===== config.mk =====
export PLATFORM = sky130hd
export DESIGN_NAME = crc8_frame_deframer
export DESIGN_NICKNAME = d
export VERILOG_FILES = /design/src/rtl/core/crc8fd_pkg.sv /design/src/rtl/core/crc8_frame_deframer.sv /design/src/rtl/core/crc8fd_parser.sv
export SDC_FILE = /design/constraint.sdc
export NUM_CORES = 1
export LEC_CHECK = 0
export BUFFER_PORTS_ARGS = -buffer_cell sky130_fd_sc_hd__buf_2
export CORE_ASPECT_RATIO = 0.6
export CORE_MARGIN = 8
export CORE_UTILIZATION = 40
export DETAILED_ROUTE_END_ITERATION = 8
export PLACE_DENSITY = 0.55
export RECOVER_POWER = 100
export SKIP_LAST_GASP = 1
export SLEW_MARGIN = 40
export SYNTH_ARGS = -nofsm -noshare
export SYNTH_HDL_FRONTEND = slang
export SYNTH_SLANG_ARGS = --single-unit

===== constraint.sdc =====
create_clock -name clk -period 3.9 [get_ports clk]
set_clock_uncertainty 0.05 [all_clocks]
set_input_delay 0.585 -clock clk [delete_from_list [all_inputs] [get_ports clk]]
set_output_delay 0.585 -clock clk [all_outputs]
set_load 0.02 [all_outputs]

===== src/rtl/core/crc8fd_pkg.sv =====
package crc8fd_pkg;

  // framing constants
  localparam logic [7:0] SOF_BYTE   = 8'hA5;
  localparam logic [7:0] CRC_POLY   = 8'h07;
  localparam logic [7:0] CRC_TOPBIT = 8'h80;
  localparam logic [15:0] MAX_PAYLOAD_RST = 16'd256;

  // event codes on the result channel
  localparam logic [1:0] EV_PAYLOAD  = 2'd0;
  localparam logic [1:0] EV_CRC_GOOD = 2'd1;
  localparam logic [1:0] EV_CRC_BAD  = 2'd2;

  // parser phase, one-hot
  typedef enum logic [5:0] {
    PH_HUNT = 6'b000001,
    PH_TYPE = 6'b000010,
    PH_LEN0 = 6'b000100,
    PH_LEN1 = 6'b001000,
    PH_DATA = 6'b010000,
    PH_CRC  = 6'b100000
  } phase_t;

  // one result transaction plus its valid flag
  typedef struct packed {
    logic        valid;
    logic [1:0]  event_kind;
    logic [7:0]  frame_type;
    logic [7:0]  payload_byte;
    logic [15:0] byte_index;
    logic [15:0] frame_length;
    logic        oversize;
    logic [7:0]  received_crc;
    logic [7:0]  computed_crc;
  } res_t;

  // crc-8, poly 0x07, msb first, one byte unrolled
  function automatic logic [7:0] crc8_step(input logic [7:0] crc, input logic [7:0] data);
    logic [7:0] c;
    c = crc ^ data;
    for (int i = 0; i < 8; i++) begin
      if ((c & CRC_TOPBIT) != 8'h00) begin
        c = {c[6:0], 1'b0} ^ CRC_POLY;
      end else begin
        c = {c[6:0], 1'b0};
      end
    end
    return c;
  endfunction

endpackage


===== src/rtl/core/crc8_frame_deframer.sv =====
// Frame parser for a byte stream from a serial receiver: hunts for start
// byte 0xA5, then reads type, a little-endian 16-bit length, the payload and
// a CRC-8 (poly 0x07, init 0) over type, length and payload. Each payload
// byte leaves as its own transaction with its index; the CRC byte yields one
// frame-end transaction (good or mismatch, plus oversize against
// max_payload). One byte is taken per cycle unless the output stalls: a
// byte passes through an input register, one pass of parse and CRC logic,
// and a result register, where its result is offered on the output.
// Header and start bytes give no result. in_stall rises only when the input
// register holds a byte and the result register is full and stalled.
module crc8_frame_deframer (
  input  logic        clk,
  input  logic        rst_n,
  input  logic        in_valid,
  output logic        in_stall,
  input  logic [7:0]  in_rx_byte,
  output logic        out_valid,
  input  logic        out_stall,
  output logic [1:0]  out_event_kind,
  output logic [7:0]  out_frame_type,
  output logic [7:0]  out_payload_byte,
  output logic [15:0] out_byte_index,
  output logic [15:0] out_frame_length,
  output logic        out_oversize,
  output logic [7:0]  out_received_crc,
  output logic [7:0]  out_computed_crc,
  input  logic        cfg_wr_en,
  input  logic [15:0] cfg_wr_data
);
  import crc8fd_pkg::*;

  logic        in_valid_r, in_valid_nxt;
  logic [7:0]  in_byte_r;
  logic [15:0] max_payload_r;
  logic        out_valid_r, out_valid_nxt;
  res_t        out_r;
  res_t        res;
  logic        consume;
  logic        in_take;

  // byte in the input register moves on when the result register can take it
  assign consume  = in_valid_r && (!out_valid_r || !out_stall);
  assign in_stall = in_valid_r && !consume;
  assign in_take  = in_valid && !in_stall;

  crc8fd_parser u_parser (
    .clk         (clk),
    .rst_n       (rst_n),
    .take        (consume),
    .rx_byte     (in_byte_r),
    .max_payload (max_payload_r),
    .res         (res)
  );

  // input register
  always_comb begin
    in_valid_nxt = in_valid_r;
    if (in_take) begin
      in_valid_nxt = 1'b1;
    end else if (consume) begin
      in_valid_nxt = 1'b0;
    end
  end

  always_ff @(posedge clk) begin
    if (!rst_n) begin
      in_valid_r <= 1'b0;
    end else begin
      in_valid_r <= in_valid_nxt;
    end
    if (in_take) begin
      in_byte_r <= in_rx_byte;
    end
  end

  // max_payload register
  always_ff @(posedge clk) begin
    if (!rst_n) begin
      max_payload_r <= MAX_PAYLOAD_RST;
    end else if (cfg_wr_en) begin
      max_payload_r <= cfg_wr_data;
    end
  end

  // result register
  always_comb begin
    out_valid_nxt = out_valid_r;
    if (consume && res.valid) begin
      out_valid_nxt = 1'b1;
    end else if (out_valid_r && !out_stall) begin
      out_valid_nxt = 1'b0;
    end
  end

  always_ff @(posedge clk) begin
    if (!rst_n) begin
      out_valid_r <= 1'b0;
    end else begin
      out_valid_r <= out_valid_nxt;
    end
    if (consume && res.valid) begin
      out_r <= res;
    end
  end

  assign out_valid        = out_valid_r;
  assign out_event_kind   = out_r.event_kind;
  assign out_frame_type   = out_r.frame_type;
  assign out_payload_byte = out_r.payload_byte;
  assign out_byte_index   = out_r.byte_index;
  assign out_frame_length = out_r.frame_length;
  assign out_oversize     = out_r.oversize;
  assign out_received_crc = out_r.received_crc;
  assign out_computed_crc = out_r.computed_crc;

endmodule


===== src/rtl/core/crc8fd_parser.sv =====
module crc8fd_parser (
  input  logic              clk,
  input  logic              rst_n,
  input  logic              take,
  input  logic [7:0]        rx_byte,
  input  logic [15:0]       max_payload,
  output crc8fd_pkg::res_t  res
);
  import crc8fd_pkg::*;

  phase_t      phase_r, phase_nxt;
  logic [7:0]  type_r, type_nxt;
  logic [15:0] len_r, len_nxt;
  logic [15:0] count_r, count_nxt;
  logic [7:0]  crc_r, crc_nxt;
  logic [7:0]  crc_upd;
  logic [15:0] count_inc;
  logic [15:0] len_full;

  assign crc_upd   = crc8_step(crc_r, rx_byte);
  assign count_inc = count_r + 16'd1;
  assign len_full  = {rx_byte, len_r[7:0]};

  // next state and result for the byte at the input register
  always_comb begin
    phase_nxt = phase_r;
    type_nxt  = type_r;
    len_nxt   = len_r;
    count_nxt = count_r;
    crc_nxt   = crc_r;
    res       = '0;
    unique case (phase_r)
      PH_TYPE: begin
        type_nxt  = rx_byte;
        crc_nxt   = crc8_step(8'h00, rx_byte);
        phase_nxt = PH_LEN0;
      end
      PH_LEN0: begin
        len_nxt   = {8'h00, rx_byte};
        crc_nxt   = crc_upd;
        phase_nxt = PH_LEN1;
      end
      PH_LEN1: begin
        len_nxt   = len_full;
        crc_nxt   = crc_upd;
        count_nxt = 16'd0;
        phase_nxt = (len_full == 16'd0) ? PH_CRC : PH_DATA;
      end
      PH_DATA: begin
        crc_nxt            = crc_upd;
        count_nxt          = count_inc;
        res.valid          = 1'b1;
        res.event_kind     = EV_PAYLOAD;
        res.frame_type     = type_r;
        res.payload_byte   = rx_byte;
        res.byte_index     = count_r;
        res.frame_length   = len_r;
        if (count_inc >= len_r) begin
          phase_nxt = PH_CRC;
        end
      end
      PH_CRC: begin
        res.valid        = 1'b1;
        res.event_kind   = (rx_byte == crc_r) ? EV_CRC_GOOD : EV_CRC_BAD;
        res.frame_type   = type_r;
        res.frame_length = len_r;
        res.oversize     = (len_r > max_payload);
        res.received_crc = rx_byte;
        res.computed_crc = crc_r;
        phase_nxt        = PH_HUNT;
      end
      default: begin
        phase_nxt = (rx_byte == SOF_BYTE) ? PH_TYPE : PH_HUNT;
      end
    endcase
  end

  // parser state, advances once per consumed byte
  always_ff @(posedge clk) begin
    if (!rst_n) begin
      phase_r <= PH_HUNT;
      type_r  <= 8'h00;
      len_r   <= 16'd0;
      count_r <= 16'd0;
      crc_r   <= 8'h00;
    end else if (take) begin
      phase_r <= phase_nxt;
      type_r  <= type_nxt;
      len_r   <= len_nxt;
      count_r <= count_nxt;
      crc_r   <= crc_nxt;
    end
  end

`ifndef SYNTHESIS
  // payload index never reaches the declared length
  a_count_in_range: assert property (@(posedge clk) disable iff (!rst_n)
    phase_r == PH_DATA |-> count_r < len_r)
    else $error("payload count outside declared length");

  // frame end always returns to hunting
  a_crc_to_hunt: assert property (@(posedge clk) disable iff (!rst_n)
    take && phase_r == PH_CRC |=> phase_r == PH_HUNT)
    else $error("no return to hunt after crc byte");

  // start byte while hunting opens a frame
  a_sof_opens: assert property (@(posedge clk) disable iff (!rst_n)
    take && phase_r == PH_HUNT && rx_byte == SOF_BYTE |=> phase_r == PH_TYPE)
    else $error("start byte missed");

  // results come only from payload and crc bytes
  a_res_phase: assert property (@(posedge clk) disable iff (!rst_n)
    res.valid |-> (phase_r == PH_DATA || phase_r == PH_CRC))
    else $error("result outside payload or crc phase");
`endif

endmodule


### Yosys cells after proc, flatten, opt, wreduce, memory -nomap -nowiden

Index checks and enable logic that the tools add are counted.

* equality and inequality tests: 8
* div/mod/pow operators: 0
* shifts and indexed selects: 0
* $mul: 0
* $lt $le $gt $ge: 2
* reduce and logical (&&, ||, !) cells: 24
* $add $sub $neg: 1
* mux-type cells: 36
* bitwise gates (word level): 18

Operators with widths (count)
* 16-bit one-hot mux with 2 select lines: 2
* 8-bit 2-to-1 mux: 7
* 3-bit 2-to-1 mux: 16
* 3-bit inverter: 16
* 6-bit one-hot mux with 5 select lines: 1
* 11-bit one-hot mux with 2 select lines: 1
* 16-bit by 1-bit adder with 16-bit output (second input constant): 1
* 16-bit greater-or-equal comparator: 1
* 16-bit > comparator: 1
* 16-bit zero test: 1
* 8-bit one-hot mux with 2 select lines: 1
* 6-bit 2-to-1 mux: 2
* 2-bit AND reduction: 5
* 2-bit nonzero test: 5
* 8-bit equality test: 1
* 8-bit equality test (second input constant): 1
* 8-bit XOR: 1
* 6-bit by 2-bit equality test with 1-bit output (second input constant): 1
* 6-bit by 3-bit equality test with 1-bit output (second input constant): 1
* 6-bit by 4-bit equality test with 1-bit output (second input constant): 1
* 6-bit by 5-bit equality test with 1-bit output (second input constant): 1
* 6-bit equality test (second input constant): 1
* 1-bit logical AND: 5
* 1-bit zero test: 4
* other kinds (8): 12

* bits in read-only memories: 0
* output and inout bits: 69
* register bits after elaboration: 147
* word-level logic and storage cells: 107
* input port bits: 29
* memories kept: 0
* memory bits (writable): 0
* latch bits: 0

### Depth between registers and ports, before layout

* depth in word-level cells: 24
* mapped depth: 13
* depth with buffers taken out: 11

### Cells and area by module

A second synthesis with hierarchy kept.

* cells, all modules: 713
* area, all modules: 7354.6 µm²

Modules (own cells, without submodules)
* crc8fd_parser: cells each 577, sequential area each 1081.0 µm², instances 1, area an instance 4403.0 µm²
* crc8_frame_deframer: cells each 136, sequential area each 2612.5 µm², instances 1, area an instance 2951.6 µm²

### Worst setup path after synthesis

Ideal clock, no wire load.

* path type: register -> register
* start point: reg u_parser.phase_r[2]
* end point: reg out_r, in the netlist out_byte_index[0], enable pin
* data required time: 3.429 ns
* period minus slack after synthesis: 2.928 ns
* setup time: 0.421 ns
* slack: 0.972 ns
* data arrival time: 2.457 ns
* buffers on the path: 1
* stages on the path, launching flop included: 7
* cell sequence: dfxtp_1 buf_2 nor2_2 nand4b_1 nand2_1 nand2_1 inv_1

* cells in the longest elaborated chain, start to end: 3
* elaborated cells between the ends (all ways): 4
* classes of those cells: eq/ne (2); mux (1); reduce/logical (1)

Ends and longest elaborated chain
* start: declaration: line crc8fd_parser.sv:11 `phase_t phase_r, phase_nxt;`
* start signal: assignment: line crc8fd_parser.sv:87 `phase_r <= phase_nxt;`
* 6-bit equality test or 6-bit by 5-bit equality test with 1-bit output (tied branches): line crc8fd_parser.sv:32 `unique case (phase_r)`
* 11-bit one-hot mux with 2 select lines *: line crc8fd_parser.sv:32
* 1-bit logical AND *: line crc8_frame_deframer.sv:101 `if (consume && res.valid) begin`
* end signal: assignment: line crc8_frame_deframer.sv:102 `out_r <= res;`
* end: declaration: line crc8_frame_deframer.sv:36 `res_t out_r;`

Mark *: on every way between the ends. The rest lies on a longest branch, timed or not.
A chain may end at the register's enable or synchronous reset.

### Worst setup path after layout

* start point: reg u_parser.phase_r[0]
* end point: reg out_r, in the netlist out_frame_length[13], enable pin

Same word-level chain as after synthesis.

==> run_results.csv <==
group,metric,value,unit
grt,grt_antenna_before_repair,0,
placed_design,dp_slack,0.937,ns
critical_path,cp_common_cell,"nand2_1",
floorplan,ios,98,
synth,synth_edf_count,75,
synth,synth_fp_nets,761,
detailed_routing,viasPerCell,5.09,
grt,grt_max_degree,65,
job,cap_viol_max_count,0,
status,status,"finished, final reports clean",
synth,synth_top_cell_by_area,"edfxtp_1",
critical_path,cp_num_buf_inv,2,
detailed_routing,routed_wl,18100,um
cts,cts_resized,0,
critical_path,critPathTopFamily,"buffers and inverters",
cells_and_area,area_growth,15.9,%
cts,clockBufferDepth,2,
cts,root_buffer,"clkbuf_16",
cells_and_area,utilization,0.466,
grt,globalRoute.totalOverflow,0,
detailed_routing,drt-initial-drc-count,337,
synth,synthFlopType,"edfxtp_1",
sta,fin_ws,0.642,ns
sta,rsz0062_at_grt,"no",
detailed_routing,final_antenna_net_count,0,
worst_hold_path,hold_class,"in2reg",
critical_path,start_kind,"flop",
grt,grt_pass1_vias,5245,
cts,postCtsSetupRepairBufs,0,
critical_path,crit_chain,"nor3_1 > nand3_2 > nand2_1 > nand2_1 > inv_1 > clkbuf_1",
placed_design,port_buffers,97,
floorplan,start_util,0.402,
cts,cts.sinks,147,
cells_and_area,drive_gt1_frac,0.0789,
sta,final.min_clock_period,3.26,ns
synth,synth_top_area_frac,0.315,
grt,grtUsageMet2,0.235,
synth,synth.avg_cell_area,10.4,um^2
placed_design,dp_cells,994,
critical_path,cpMaxStageDelayCell,"inv_1",
floorplan,die_w,189,um
cts,cts_made_buffers,17,
grt,grt_pass1_wl,28300,um
power_and_ir_drop,power_density,420,mW/mm^2
critical_path,cp_max_fo,27,
cts,path_clk_slew,0.06,ns
cts,worstSkewPairLatency,0.41,ns
critical_path,critPathKind,"reg2reg",
floorplan,die_h,120,um
cts,cts_tree,"built",
sta,drv_slew,0,
sta,fin_setup_tns,0,ns
detailed_routing,detail_route.wl_per_cell,17.6,um
cts,cts_hold_buf,0,
critical_path,worst-r2r-setup-slack,0.64,ns
detailed_routing,num_vias,5225,
critical_path,end_kind,"flop",
cells_and_area,nets,844,
sta,final-hold-violation-count,0,
placed_design,gp_congestion,0.820,
power_and_ir_drop,p_total,3.48,mW
synth,synth_cell_types,57,
cells_and_area,diodes,0,
synth,synthesis.area,0.00715,mm^2
power_and_ir_drop,p_leak,3.10,nW
synth,netlist_instances,690,
floorplan,rows,38,
detailed_routing,drcViolationCount,0,
synth,synth_area_leaders,"edfxtp_1 31%, dfxtp_1 20%, ha_1 7.3%, nor2_1 4.3%, xnor2_1 4.0%",
synth,synth_seq_area_share,0.516,
sta,worst_slew_pin_slew,1.27,ns
critical_path,cp_data_arrival_time,3.25,ns
detailed_routing,detail_route.first_pass.iterations,5,
sta,period_share,0.835,
grt,gr-usage-met3,0.0414,
sta,fmax,307,MHz
critical_path,worstPathRequired,3.90,ns
sta,finalSetupViolations,0,
grt,top_usage_layer,"met2",
synth,synth_warnings,0,
power_and_ir_drop,ir_worst_vdd,0.000257,V
cells_and_area,instances_no_fill,1026,
synth,async_flop_share,0,
cells_and_area,nFillCells,1678,
grt,grt_usage,0.157,
floorplan,die_area,0.0226,mm^2
floorplan,core,0.0178,mm^2
critical_path,slowest_delay,0.91,ns
grt,gr-usage-met1,0.223,
synth,synth-seq-cells,147,
cts,htreeDepth,4,
sta,timing.slew.headroom,0.157,
placed_design,dp.final_hpwl,13100,um
==> cells in the final DEF (no fill, tap or decap), drive strengths merged, types with 3 or more instances in the layout <==
cell type and n:
dfxtp 72, nor2b 6, clkbuf 97, nand3 15, nor2 84, or2 3, xor2 15, a21o 9
o21ai 20, edfxtp 75, and4 5, inv 39, nor3 9, buf 28, a211oi 6, ha 42
a22oi 15, o211ai 3, nor3b 5, clkinv 4, nand4 9, nand2 36, and2 42, o21a 3
xnor2 33, a21oi 46, a41oi 3, and3 8, mux2i 27, o22ai 5
==> worst reg2reg max path: cells and delay by family, from the launching register on <==
family / cells / cell delay [ns]
buf+inv: 2 / 1.41
simple gates: 4 / 1.09
flops: 1 / 0.35
==> power breakdown <==
group          leakage [nW]  switching (mW)  total [mW]  internal (mW)
sequential             1.19          0.0329        1.66           1.63
clock                 0.290           0.622        1.66           1.03
combinational          1.62          0.0892       0.164         0.0748
==> per-stage QoR <==
step                      cell area, um^2  hold slack (ns)
after floorplan                      7150            0.399
after global placement               7810            0.423
after detailed placement             7810            0.428
after CTS                            8410            0.286
after global routing                 8290            0.283
final                                8290            0.300
==> path summary, 6_finish.rpt <==
check / start / to / depth (start not counted)
hold / removal: in_rx_byte[5] / in_byte_r[5] / 1
setup / recovery: u_parser.phase_r[0] / out_frame_length[13] / 6
hold reg to reg: u_parser.type_r[7] / u_parser.type_r[7] / 2
setup reg to reg: u_parser.phase_r[0] / out_frame_length[13] / 6
==> synth_stat cells (all sizes together), types with 2 or more instances <==
master / instances
a211oi: 6
o22ai: 5
buf: 14
a21o: 9
dfxtp: 72
nor3b: 5
and2: 42
nand2b: 2
xnor2: 33
ha: 42
a21oi: 46
nand4: 9
nand2: 36
nor4b: 2
nand3: 15
and3: 8
clkbuf: 23
edfxtp: 75
o211ai: 3
inv: 39
nor2b: 6
a41oi: 3
xor2: 15
nor3: 9
nor2: 84
o21ai: 20
mux2i: 27
a22oi: 15
o211a: 2
o21a: 3
and4: 5
or2: 3
==> flip-flops by register name, summed over array words and instances, names as in the netlist <==
signal	count
out_byte_index	16
out_frame_length	16
out_frame_type	8
out_payload_byte	8
max_payload_r	16
out_computed_crc	8
u_parser.type_r	8
out_received_crc	8
out_oversize	1
u_parser.count_r	16
in_valid_r	1
u_parser.len_r	16
u_parser.crc_r	8
out_event_kind	2
out_valid	1
u_parser.phase_r	6
in_byte_r	8
==> routing by layer <==
metal  vias up  routed length, um
met5         -                  0
met4         0                 93
met3         9               1160
met2       148               7700
met1      2487               9120
li1       2581                  -
==> logic make-up (layout without fill, tap and decap cells) <==
kind of cell / Yosys count / after routing / synth area share
simple gates: 232 / 232 / 0.166
fa+ha+maj: 42 / 42 / 0.0735
compound gates: 118 / 118 / 0.103
flops: 147 / 147 / 0.516
buf+inv: 76 / 172 / 0.0450
xor+xnor: 48 / 48 / 0.0588
mux: 27 / 27 / 0.0378
==> cell type report <==
type | instances | area, um^2 | share of cell area
clock buffer | 24 | 504 | 0.0608
multi-input combinational | 467 | 3110 | 0.376
inverter | 39 | 149 | 0.0180
clock inverter | 8 | 98.8 | 0.0119
sequential | 147 | 3690 | 0.446
timing repair buffer | 101 | 429 | 0.0518
tap | 240 | 300 | 0.0362
(Power assumes the default switching activity.)
